## src/rtl/core/vtn_pkg.sv

```systemverilog
`default_nettype none

package vtn_pkg;

  localparam int unsigned NumVox    = 27;
  localparam int unsigned CentreIdx = 13;
  localparam int unsigned NumFace   = 6;

  typedef logic [4:0] flabel_t;
  typedef logic [5:0] bkey_t;

  // All-ones marks a voxel outside the set being labeled
  localparam flabel_t FNone = 5'h1f;
  localparam bkey_t   BNone = 6'h3f;

  typedef enum logic [0:0] {
    StIdle,
    StRun
  } state_e;

  typedef enum logic [1:0] {
    RegForeLow,
    RegForeHigh,
    RegBackLow,
    RegBackHigh
  } cfg_reg_e;

  typedef struct packed {
    logic load;
    logic step;
  } cell_ctl_t;

  typedef struct packed {
    logic changed;
    logic fore_root;
    logic back_root;
  } cell_stat_t;

  function automatic int unsigned axis_off(int unsigned c);
    return (c == 1) ? 0 : 1;
  endfunction

  // City-block distance of a voxel from the centre
  function automatic int unsigned city_dist(int unsigned k);
    return axis_off(k % 3) + axis_off((k / 3) % 3) + axis_off(k / 9);
  endfunction

  function automatic bit is_face(int unsigned k);
    return city_dist(k) == 1;
  endfunction

  function automatic bit in_n18(int unsigned k);
    return (city_dist(k) >= 1) && (city_dist(k) <= 2);
  endfunction

  function automatic bit in_n26(int unsigned k);
    return city_dist(k) >= 1;
  endfunction

  function automatic flabel_t fmin(flabel_t a, flabel_t b);
    return (a < b) ? a : b;
  endfunction

endpackage

`default_nettype wire

```

## src/rtl/core/vtn_cell.sv

```systemverilog
`default_nettype none

module vtn_cell #(
  parameter int unsigned Idx = 0
) (
  input  wire logic                  clk_i,
  input  wire logic                  rst_ni,
  input  wire vtn_pkg::cell_ctl_t    ctl_i,
  input  wire logic                  fore_mask_i,
  input  wire logic                  back_mask_i,
  input  wire vtn_pkg::flabel_t      fore_nbr_i,
  input  wire vtn_pkg::bkey_t [5:0]  back_nbr_i,
  output vtn_pkg::flabel_t           fore_lbl_o,
  output vtn_pkg::bkey_t             back_lbl_o,
  output vtn_pkg::cell_stat_t        stat_o
);
  import vtn_pkg::*;

  localparam bit      Face = is_face(Idx);
  localparam flabel_t OwnF = flabel_t'(Idx);
  localparam bkey_t   OwnB = {~Face, OwnF};

  flabel_t fore_q, fore_d;
  bkey_t   back_q, back_d;
  bkey_t   back_best;
  logic    fore_lower, back_lower;

  // Start empty; the controller loads a cube before each run
  always_ff @(posedge clk_i or negedge rst_ni) begin
    if (!rst_ni) begin
      fore_q <= FNone;
      back_q <= BNone;
    end else begin
      fore_q <= fore_d;
      back_q <= back_d;
    end
  end

  always_comb begin
    back_best = back_q;
    for (int n = 0; n < 6; n++) begin
      if (back_nbr_i[n] < back_best) begin
        back_best = back_nbr_i[n];
      end
    end
  end

  // Voxels outside the set keep the none label and never pick up a neighbor
  assign fore_lower = (fore_q != FNone) && (fore_nbr_i < fore_q);
  assign back_lower = (back_q != BNone) && (back_best < back_q);

  always_comb begin
    fore_d = fore_q;
    back_d = back_q;
    if (ctl_i.load) begin
      fore_d = fore_mask_i ? OwnF : FNone;
      back_d = back_mask_i ? OwnB : BNone;
    end else if (ctl_i.step) begin
      if (fore_lower) begin
        fore_d = fore_nbr_i;
      end
      if (back_lower) begin
        back_d = back_best;
      end
    end
  end

  assign fore_lbl_o       = fore_q;
  assign back_lbl_o       = back_q;
  assign stat_o.changed   = fore_lower || back_lower;
  assign stat_o.fore_root = (fore_q == OwnF);
  assign stat_o.back_root = Face && (back_q == OwnB);

endmodule

`default_nettype wire

```

## src/rtl/core/voxel_topological_numbers.sv

```systemverilog
// On input accept the cells load the cube and the controller enters its run state; the
// labels then propagate until no cell label changes, and once the output is free the
// counts are registered with output valid. An empty centre loads no labels to propagate.
// A new cube is taken only back in idle; a result waiting on out_stall_i holds the run.
// Reset clears the controller, cell labels and output valid and sets all bounds to 1.
`default_nettype none

module voxel_topological_numbers (
  input  wire logic        clk_i,
  input  wire logic        rst_ni,
  input  wire logic        psel,
  input  wire logic        penable,
  input  wire logic        pwrite,
  input  wire logic [3:0]  paddr,
  input  wire logic [31:0] pwdata,
  output logic      [31:0] prdata,
  output logic             pready,
  input  wire logic        in_valid_i,
  output logic             in_stall_o,
  input  wire logic [26:0] cube_bits_i,
  output logic             out_valid_o,
  input  wire logic        out_stall_i,
  output logic      [3:0]  fore_count_o,
  output logic      [2:0]  back_count_o,
  output logic      [7:0]  packed_counts_o,
  output logic             hit_o
);
  import vtn_pkg::*;

  // Configuration
  logic [3:0] fore_low_q, fore_high_q;
  logic [2:0] back_low_q, back_high_q;
  logic       cfg_wr;
  cfg_reg_e   cfg_sel;

  assign pready  = 1'b1;
  assign cfg_wr  = psel && penable && pwrite && pready;
  assign cfg_sel = cfg_reg_e'(paddr[3:2]);

  always_ff @(posedge clk_i or negedge rst_ni) begin
    if (!rst_ni) begin
      fore_low_q  <= 4'd1;
      fore_high_q <= 4'd1;
      back_low_q  <= 3'd1;
      back_high_q <= 3'd1;
    end else if (cfg_wr) begin
      unique case (cfg_sel)
        RegForeLow:  fore_low_q  <= pwdata[3:0];
        RegForeHigh: fore_high_q <= pwdata[3:0];
        RegBackLow:  back_low_q  <= pwdata[2:0];
        RegBackHigh: back_high_q <= pwdata[2:0];
      endcase
    end
  end

  always_comb begin
    unique case (cfg_sel)
      RegForeLow:  prdata = {28'd0, fore_low_q};
      RegForeHigh: prdata = {28'd0, fore_high_q};
      RegBackLow:  prdata = {29'd0, back_low_q};
      RegBackHigh: prdata = {29'd0, back_high_q};
    endcase
  end

  // Control
  state_e     state_q, state_d;
  cell_ctl_t  ctl;
  logic       in_accept, out_free, finish;
  logic       centre_q;
  logic       any_changed;

  flabel_t            fv [NumVox];
  bkey_t              bv [NumVox];
  cell_stat_t         stat [NumVox];
  logic [NumVox-1:0]  changed_vec, fore_roots;
  logic [NumFace-1:0] back_roots;

  assign in_accept   = in_valid_i && !in_stall_o;
  assign out_free    = !out_valid_o || !out_stall_i;
  assign any_changed = |changed_vec;

  always_comb begin
    state_d = state_q;
    unique case (state_q)
      StIdle: if (in_accept) state_d = StRun;
      StRun:  if (!any_changed && out_free) state_d = StIdle;
    endcase
  end

  always_comb begin
    in_stall_o = (state_q != StIdle);
    ctl.load   = in_accept;
    ctl.step   = (state_q == StRun);
    finish     = (state_q == StRun) && !any_changed && out_free;
  end

  always_ff @(posedge clk_i or negedge rst_ni) begin
    if (!rst_ni) begin
      state_q <= StIdle;
    end else begin
      state_q <= state_d;
    end
  end

  always_ff @(posedge clk_i) begin
    if (in_accept) begin
      centre_q <= cube_bits_i[CentreIdx];
    end
  end

  // Cell row: one cell per voxel, labels flow between neighbors every cycle of the run state
  for (genvar k = 0; k < NumVox; k++) begin : g_vox
    localparam int unsigned X = k % 3;
    localparam int unsigned Y = (k / 3) % 3;
    localparam int unsigned Z = k / 9;

    flabel_t   xlo, xhi, ylo, yhi, zlo, zhi;
    flabel_t   mx, my, box;
    bkey_t [5:0] bn;
    logic      fmask, bmask;

    // Fore 26-adjacency as a separable 3x3x3 box minimum, x then y then z; back 6-adjacency
    if (X > 0) begin : g_xlo
      assign xlo = fv[k-1];
      assign bn[0] = bv[k-1];
    end else begin : g_xlo_n
      assign xlo = FNone;
      assign bn[0] = BNone;
    end
    if (X < 2) begin : g_xhi
      assign xhi = fv[k+1];
      assign bn[1] = bv[k+1];
    end else begin : g_xhi_n
      assign xhi = FNone;
      assign bn[1] = BNone;
    end
    assign mx = fmin(fv[k], fmin(xlo, xhi));

    if (Y > 0) begin : g_ylo
      assign ylo = g_vox[k-3].mx;
      assign bn[2] = bv[k-3];
    end else begin : g_ylo_n
      assign ylo = FNone;
      assign bn[2] = BNone;
    end
    if (Y < 2) begin : g_yhi
      assign yhi = g_vox[k+3].mx;
      assign bn[3] = bv[k+3];
    end else begin : g_yhi_n
      assign yhi = FNone;
      assign bn[3] = BNone;
    end
    assign my = fmin(mx, fmin(ylo, yhi));

    if (Z > 0) begin : g_zlo
      assign zlo = g_vox[k-9].my;
      assign bn[4] = bv[k-9];
    end else begin : g_zlo_n
      assign zlo = FNone;
      assign bn[4] = BNone;
    end
    if (Z < 2) begin : g_zhi
      assign zhi = g_vox[k+9].my;
      assign bn[5] = bv[k+9];
    end else begin : g_zhi_n
      assign zhi = FNone;
      assign bn[5] = BNone;
    end
    assign box = fmin(my, fmin(zlo, zhi));

    assign fmask = cube_bits_i[CentreIdx] && in_n26(k) && cube_bits_i[k];
    assign bmask = cube_bits_i[CentreIdx] && in_n18(k) && !cube_bits_i[k];

    vtn_cell #(
      .Idx (k)
    ) u_cell (
      .clk_i       (clk_i),
      .rst_ni      (rst_ni),
      .ctl_i       (ctl),
      .fore_mask_i (fmask),
      .back_mask_i (bmask),
      .fore_nbr_i  (box),
      .back_nbr_i  (bn),
      .fore_lbl_o  (fv[k]),
      .back_lbl_o  (bv[k]),
      .stat_o      (stat[k])
    );

    assign changed_vec[k] = stat[k].changed;
    assign fore_roots[k]  = stat[k].fore_root;
  end

  // Only face voxels can be background roots
  assign back_roots = {stat[22].back_root, stat[16].back_root, stat[14].back_root,
                       stat[12].back_root, stat[10].back_root, stat[4].back_root};

  // Result
  logic [3:0] fore_cnt;
  logic [2:0] back_cnt;
  logic       hit_d;

  assign fore_cnt = 4'($countones(fore_roots));
  assign back_cnt = 3'($countones(back_roots));
  assign hit_d    = centre_q &&
                    (fore_low_q <= fore_cnt) && (fore_cnt <= fore_high_q) &&
                    (back_low_q <= back_cnt) && (back_cnt <= back_high_q);

  always_ff @(posedge clk_i or negedge rst_ni) begin
    if (!rst_ni) begin
      out_valid_o <= 1'b0;
    end else if (finish) begin
      out_valid_o <= 1'b1;
    end else if (!out_stall_i) begin
      out_valid_o <= 1'b0;
    end
  end

  always_ff @(posedge clk_i) begin
    if (finish) begin
      fore_count_o    <= fore_cnt;
      back_count_o    <= back_cnt;
      packed_counts_o <= {1'b0, back_cnt, fore_cnt};
      hit_o           <= hit_d;
    end
  end

endmodule

`default_nettype wire

```

## config.mk

```make
export PLATFORM = sky130hd
export DESIGN_NAME = voxel_topological_numbers
export DESIGN_NICKNAME = d
export VERILOG_FILES = /design/src/rtl/core/vtn_pkg.sv /design/src/rtl/core/vtn_cell.sv /design/src/rtl/core/voxel_topological_numbers.sv
export SDC_FILE = /design/constraint.sdc
export NUM_CORES = 2
export LEC_CHECK = 0
export ABC_AREA = 1
export ABC_CLOCK_PERIOD_IN_PS = 9900
export BUFFER_PORTS_ARGS = -buffer_cell sky130_fd_sc_hd__buf_2
export CAP_MARGIN = 20
export CORE_ASPECT_RATIO = 0.9
export CORE_UTILIZATION = 57
export DETAILED_ROUTE_END_ITERATION = 10
export HOLD_SLACK_MARGIN = 0.02
export MAX_ROUTING_LAYER = met4
export PLACE_DENSITY = 0.79
export SETUP_SLACK_MARGIN = 0.4
export SYNTH_ARGS = -nofsm -noshare
export SYNTH_HDL_FRONTEND = slang
export SYNTH_SLANG_ARGS = --single-unit
```

## constraint.sdc

```tcl
create_clock -name clk_i -period 9.9 [get_ports clk_i]
set_input_delay 0.495 -clock clk_i [delete_from_list [all_inputs] [get_ports clk_i]]
set_output_delay 0.495 -clock clk_i [all_outputs]
set_load 0.03 [all_outputs]
```

# After elaboration in Yosys (flattened, before gate mapping)

Index checks and enable logic that the tools add are counted.

Add/sub/neg operators: 31
Eq/ne operators: 90
$lt $le $gt $ge: 382
Mux-type cells: 536
Reductions and logical operators: 274
Bitwise gates (word level): 1

Operators with widths:

| cell               | count |
|---|---|
| $mux 6             | 249 |
| $mux 5             | 265 |
| $lt 6x6->1         | 135 |
| $lt 5x5->1         | 135 |
| $lt 6x6->1 const A | 54 |
| $ne 6x6->1 const B | 27 |
| $lt 5x5->1 const A | 27 |
| $lt 5x5->1 const B | 27 |
| $ne 5x5->1 const B | 27 |
| $pmux 32 s4        | 1 |
| $reduce_and 2->1   | 58 |
| $reduce_bool 2->1  | 55 |
| $logic_and 1x1->1  | 108 |
| $eq 5x5->1 const B | 11 |
| $mux 4             | 12 |
| $eq 5x4->1 const B | 8 |
| $add 1x1->2        | 16 |
| $logic_or 1x1->1   | 28 |
| $reduce_or 27->1   | 1 |
| $logic_not 1->1    | 22 |
| $add 2x2->3        | 7 |
| $eq 5x3->1 const B | 4 |
| $eq 6x4->1 const B | 3 |
| $add 3x3->4        | 3 |
| 19 further kinds   | 31 |

Output and inout bits: 51
Bits in registers: 329
Word-level logic and storage cells: 1379
Bits of input ports: 70

# Longest topological paths before layout

Depth after elaboration: 20
Depth in mapped cells: 60
Gate-level depth less buffers: 59

# Modules after synthesis

From an unflattened synthesis, not the netlist that was laid out.

Cell total of the unflattened synthesis: 13351
Area total of the unflattened synthesis: 80897.6 µm²

Modules (own cells, without submodules):

| module                           | area an instance (µm²) | cells each | times used |
|---|---|---|---|
| voxel_topological_numbers        | 19409.9                | 3194       | 1 |
| vtn_cell at g_vox[13].u_cell ... | 2258.4                 | 370        | 2 |
| vtn_cell at g_vox[17].u_cell     | 2322.2                 | 371        | 1 |
| vtn_cell at g_vox[26].u_cell     | 2314.7                 | 384        | 1 |
| vtn_cell at g_vox[24].u_cell     | 2312.2                 | 381        | 1 |
| vtn_cell at g_vox[10].u_cell     | 2294.7                 | 385        | 1 |
| vtn_cell at g_vox[18].u_cell     | 2294.7                 | 375        | 1 |
| vtn_cell at g_vox[20].u_cell     | 2293.4                 | 375        | 1 |
| vtn_cell at g_vox[23].u_cell     | 2292.2                 | 378        | 1 |
| vtn_cell at g_vox[8].u_cell      | 2288.4                 | 377        | 1 |
| vtn_cell at g_vox[5].u_cell      | 2287.2                 | 372        | 1 |
| vtn_cell at g_vox[14].u_cell     | 2282.2                 | 380        | 1 |
| vtn_cell at g_vox[0].u_cell      | 2279.7                 | 376        | 1 |
| vtn_cell at g_vox[16].u_cell     | 2278.4                 | 379        | 1 |
| 13 more rows                     | n/a                    | n/a        | n/a |

# Worst setup path after synthesis

OpenSTA, ideal clock, no wires.

Kind: reg2reg
From: register g_vox[13].u_cell.back_q[5]
To: register back_count_o[0], enable pin
Library setup time: 273 ps
Slack: 1600 ps
Clock period less this slack: 8300 ps
Stages on the path, launching flop included: 56
Arrival time: 8027 ps
Path through: dfstp_2 > clkbuf_1 > inv_1 > ha_1 > nand2_2 > inv_2 > a21oi_4 > nand2_4 > o21ai_0 > inv_1 > ha_1 > nand3_1 > nand2_1 > a21oi_4 > nand2_4 > a21oi_1 > inv_1 > ha_1 > (+20 left out) > o21ai_0 > ha_1 > a21oi_1 > nor2_1 > a211oi_1 > nand2_1 > buf_4 > nor2_1 > a21oi_2 > ha_1 > nand2_1 > inv_1 > nand3_1 > o311ai_0 > a21oi_1 > nand2_1 > nand2_1 > inv_1

Longest elaborated chain between the ends: 19
Elaborated cells on any way between the ends: 80

Ends and longest elaborated chain:

| element                            | line                             | source |
|---|---|---|
| start: declaration                 | vtn_cell.sv:24                   | `bkey_t back_q, back_d;` |
| start signal: assignment           | vtn_cell.sv:32                   | `back_q <= BNone;` |
| start signal: assignment           | vtn_cell.sv:35                   | `back_q <= back_d;` |
| $lt 6x6->1                         | vtn_cell.sv:42                   | `if (back_nbr_i[n] < back_best) begin` |
| $mux 6                             | vtn_cell.sv:42                   |  |
| $lt 6x6->1                         | vtn_cell.sv:42                   |  |
| $mux 6                             | vtn_cell.sv:42                   |  |
| $lt 6x6->1                         | vtn_cell.sv:42                   |  |
| $mux 6                             | vtn_cell.sv:42                   |  |
| $lt 6x6->1                         | vtn_cell.sv:42                   |  |
| $mux 6                             | vtn_cell.sv:42                   |  |
| (+3 left out)                      | n/a                              |  |
| $mux 6                             | vtn_cell.sv:42                   |  |
| $lt 6x6->1                         | vtn_cell.sv:50                   | `assign back_lower = (back_q != BNone) && (back_best < back_q);` |
| $logic_and 1x1->1                  | vtn_cell.sv:50                   |  |
| $logic_or 1x1->1                   | vtn_cell.sv:70                   | `assign stat_o.changed = fore_lower \|\| back_lower;` |
| $reduce_or 27->1 (*)               | voxel_topological_numbers.sv:80  | `assign any_changed = \|changed_vec;` |
| $logic_not 1->1 (*)                | voxel_topological_numbers.sv:94  | `finish = (state_q == StRun) && !any_changed && out_free;` |
| $logic_and 1x1->1 (*) (2 in a row) | voxel_topological_numbers.sv:94  |  |
| via finish                         | voxel_topological_numbers.sv:68  | `logic in_accept, out_free, finish;` |
| end signal: assignment             | voxel_topological_numbers.sv:221 | `back_count_o <= back_cnt;` |
| end: declaration                   | voxel_topological_numbers.sv:24  | `output logic [2:0] back_count_o,` |

Mark *: on every way through the listed nets, which the timed path passes. The rest lies on a longest branch.
A chain may end at the register's enable or synchronous reset.

# Final worst setup path

From: register g_vox[2].u_cell.fore_q[2]
To: register back_count_o[0], enable pin

Longest elaborated chain between the ends: 19
Elaborated cells on any way between the ends: 71

Ends and longest elaborated chain:

| element                            | line                            | source |
|---|---|---|
| start: declaration                 | vtn_cell.sv:23                  | `flabel_t fore_q, fore_d;` |
| start signal: assignment           | vtn_cell.sv:31                  | `fore_q <= FNone;` |
| start signal: assignment           | vtn_cell.sv:34                  | `fore_q <= fore_d;` |
| $lt 5x5->1                         | vtn_pkg.sv:61                   | `return (a < b) ? a : b;` |
| $mux 5                             | vtn_pkg.sv:61                   |  |
| $lt 5x5->1                         | vtn_pkg.sv:61                   |  |
| $mux 5                             | vtn_pkg.sv:61                   |  |
| $lt 5x5->1                         | vtn_pkg.sv:61                   |  |
| $mux 5                             | vtn_pkg.sv:61                   |  |
| $lt 5x5->1                         | vtn_pkg.sv:61                   |  |
| $mux 5                             | vtn_pkg.sv:61                   |  |
| (+3 left out)                      | n/a                             |  |
| $mux 5                             | vtn_pkg.sv:61                   |  |
| $lt 5x5->1                         | vtn_cell.sv:49                  | `assign fore_lower = (fore_q != FNone) && (fore_nbr_i < fore_q);` |
| $logic_and 1x1->1                  | vtn_cell.sv:49                  |  |
| $logic_or 1x1->1                   | vtn_cell.sv:70                  |  |
| $reduce_or 27->1 (*)               | voxel_topological_numbers.sv:80 |  |
| $logic_not 1->1 (*)                | voxel_topological_numbers.sv:94 |  |
| $logic_and 1x1->1 (*) (2 in a row) | voxel_topological_numbers.sv:94 |  |
| via finish                         | voxel_topological_numbers.sv:68 |  |

Marks and branches as above.

==> impl_metrics.ini <==
[critical_path]
arrival_ps = 9510
critPathMaxFanout = 10
end_kind = register
crit_path_max_incr_delay_ps = 580
cp_slowest_cell = dfstp_2
critical_path_required_ps = 10270
crit_top_cell = ha_1
crit_type = reg -> reg
cp-start-kind = register

[flow_run]
cap_violations = 0

[logic_synthesis]
yosysMostFrequentCell = nand2_1
yosys_warnings = 0
synth_edf_count = 9
synthArstFlopShare_pct = 97.2
ys_ff_latch = 322
synthDistinctLibCells = 68
synth_area_um2 = 57200
synth.top_cells.by_count = nand2_1 (2178), ha_1 (1219), o21ai_0 (1186)
syn_area_per_cell_um2 = 6.54
synthFlopType = dfstp_2
seq_area_frac_synth_pct = 14.8
synth_top_area_share_pct = 26.7
syn_inst = 8741
yosysTopAreaCell = ha_1
ys_top_cells_by_area = ha_1 (27%), nand2_1 (14%), dfstp_2 (14%)

[sta]
hold_violations = 0
finalSetupViolations = 0
worst_pin_slew_ps = 1340
fin_crit_sh_pct = 92.3
relSlewSlack_pct = 10.0
fmax_ghz = 0.109
fin_tns_setup_ps = 0
clock_skew_ps = 32.7
grt_setup_unrepaired = no
slew_violations = 0
post-route-min-period_ps = 9140
timing.final.ws_setup_ps = 758

[global_routing]
grt_pass1_vias = 57732
antenna_found_initial = 11
grt_first_pass_wirelength_um = 329000
grt_overflow = 0
track_usage_pct = 43.0
grt_max_degree = 150

[final_layout]
num-fill-cells = 9072
drive_gt1_share_pct = 11.0
final_nets = 10251
multiInputGateArea_um2 = 44500
regArea_um2 = 8480
areaGrowthSynthToFinish_pct = 9.69
final_area_um2 = 62700

[cts]
clock_sinks = 322
worst_skew_pair.late_latency_ps = 660
cts_tree = yes
clockRootBuffer = clkbuf_16
clockBufferDepth = 3
clkTransAtPathRegs_ps = 70
cts_htree_levels = 2
cts_made_buffers = 45

[routing]
drt_iter0_markers = 7750
final_antenna_net_count = 0
vias_per_cell = 6.25
dr_total_vias = 64513
avgRoutedWirePerCell_um = 21.3
drt-total-wl_um = 220000
drc = 0
first_pass_iters = 8

[floorplan]
pin_count = 121
die-area_um2 = 102000
die-height_um = 302
start_util_pct = 57.9
placementRows = 109
core_area_um2 = 98700
die_x_um = 336

[placed_design]
placed_area_um2 = 60100
gp_congestion = 1.08
io_buffers = 60
pre_cts_ws_ps = 76.8
dp_hpwl_um = 170000

[worst_hold_path]
hp-class = in -> reg

[run_status]
status = finished clean
==> worst paths after layout <==
| kind | slack (ps) | endpoint | from | depth (start not counted) |
|---|---|---|---|---|
| worst min-delay path | 150 | fore_low_q[3] | pwdata[3] | 3 |
| worst max-delay path | 760 | back_count_o[0] | g_vox[2].u_cell.fore_lbl_o[2] | 47 |
| worst max register to register | 760 | back_count_o[0] | g_vox[2].u_cell.fore_lbl_o[2] | 47 |
| worst min register to register | 490 | back_high_q[2] | back_high_q[2] | 2 |
| min in group asynchronous | 490 | in_stall_o | rst_ni | 2 |
| max in group asynchronous | 7380 | g_vox[5].u_cell.fore_lbl_o[1] | rst_ni | 4 |
==> stage by stage <==
stage               hold WS (ps)  util (%)  cells
finish                       151      63.5  10321
global route                 175      63.5  10318
floorplan                    199         -   8769
global placement             468      60.9  10179
detailed placement           481      60.9  10179
CTS                          133      62.6  10261
==> cell type report <==
type	instances	share of cell area, %
tap	1332	2.66
inverter	1060	6.36
clock inverter	24	0.543
sequential	322	13.5
antenna	14	0.0559
clock buffer	57	2.01
timing repair buffer	345	3.94
multi-input combinational	7167	70.9
==> state kept, by name (all words and copies together), names as in the netlist <==
register,flops
g_vox.u_cell.fore_lbl_o,135
fore_count_o,3
back_count_o,3
hit_o,1
centre_q,1
out_valid_o,1
back_low_q,3
fore_low_q,4
fore_high_q,4
packed_counts_o,1
back_high_q,3
g_vox.u_cell.back_lbl_o,162
in_stall_o,1
==> layout by cell type, fill, tap and decap left out, types with 11 or more instances in the layout <==
cell	count
a21oi_1	524
o21ai_2	42
o21a_1	78
nand3_1	237
conb_1	30
a21o_1	21
o21ai_0	1077
inv_1	1028
o211ai_1	40
inv_2	23
o221ai_1	12
ha_1	1218
o21ai_1	309
buf_2	62
nand3_2	11
nand2_2	60
nand4_1	114
clkbuf_16	45
nor4_1	30
a31oi_1	116
buf_4	278
a21oi_2	18
o21bai_1	29
a41oi_1	11
diode_2	14
a211oi_2	18
and2_1	13
dfstp_2	301
nand2_1	2152
a211oi_1	122
fa_1	21
nor2_1	640
nor3_1	61
dfrtp_1	12
==> critical path: cells and delay by family, from the launching register on <==
| kind | cells | cell delay (ps) |
|---|---|---|
| AOI/OAI and AO/OA | 13 | 3100 |
| adders and majority gates | 7 | 2130 |
| buffers and inverters | 5 | 500 |
| DFF | 1 | 580 |
| and+or+nand+nor | 22 | 2500 |
==> routing by layer <==
layer	wire [um]	global-route usage, %	up-vias
met4	10100	17.5	0
met1	89200	57.6	29412
met3	35900	14.4	710
met2	84400	58.4	3952
met5	0	-	-
li1	-	-	30439
==> repair_timing <==
action / CTS / global route
buffers inserted: 0 / 29
hold buffers: 1 / 0
endpoints found under the setup margin: 9 / 62
resized for setup: 8 / 228
endpoints found under the hold margin: 1 / 0
pin swaps: 0 / 36
cloned: 0 / 12
==> cells by family (layout without fill, tap and decap cells) <==
logic type / count (synthesis) / in the layout / share of synthesized area, %
buffers and inverters: 1292 / 1486 / 8.75
xor gates and xnor gates: 6 / 6 / 0.0919
DFF: 322 / 322 / 14.8
other: 2 / 44 / 0.0131
AOI/OAI and AO/OA: 2512 / 2520 / 24.8
adders and majority gates: 1240 / 1240 / 27.4
and+or+nand+nor: 3367 / 3371 / 24.1
Power is left out: the tool's default activity adds up to more than one toggle a clock period on the data nets, which glitch-free logic cannot reach.
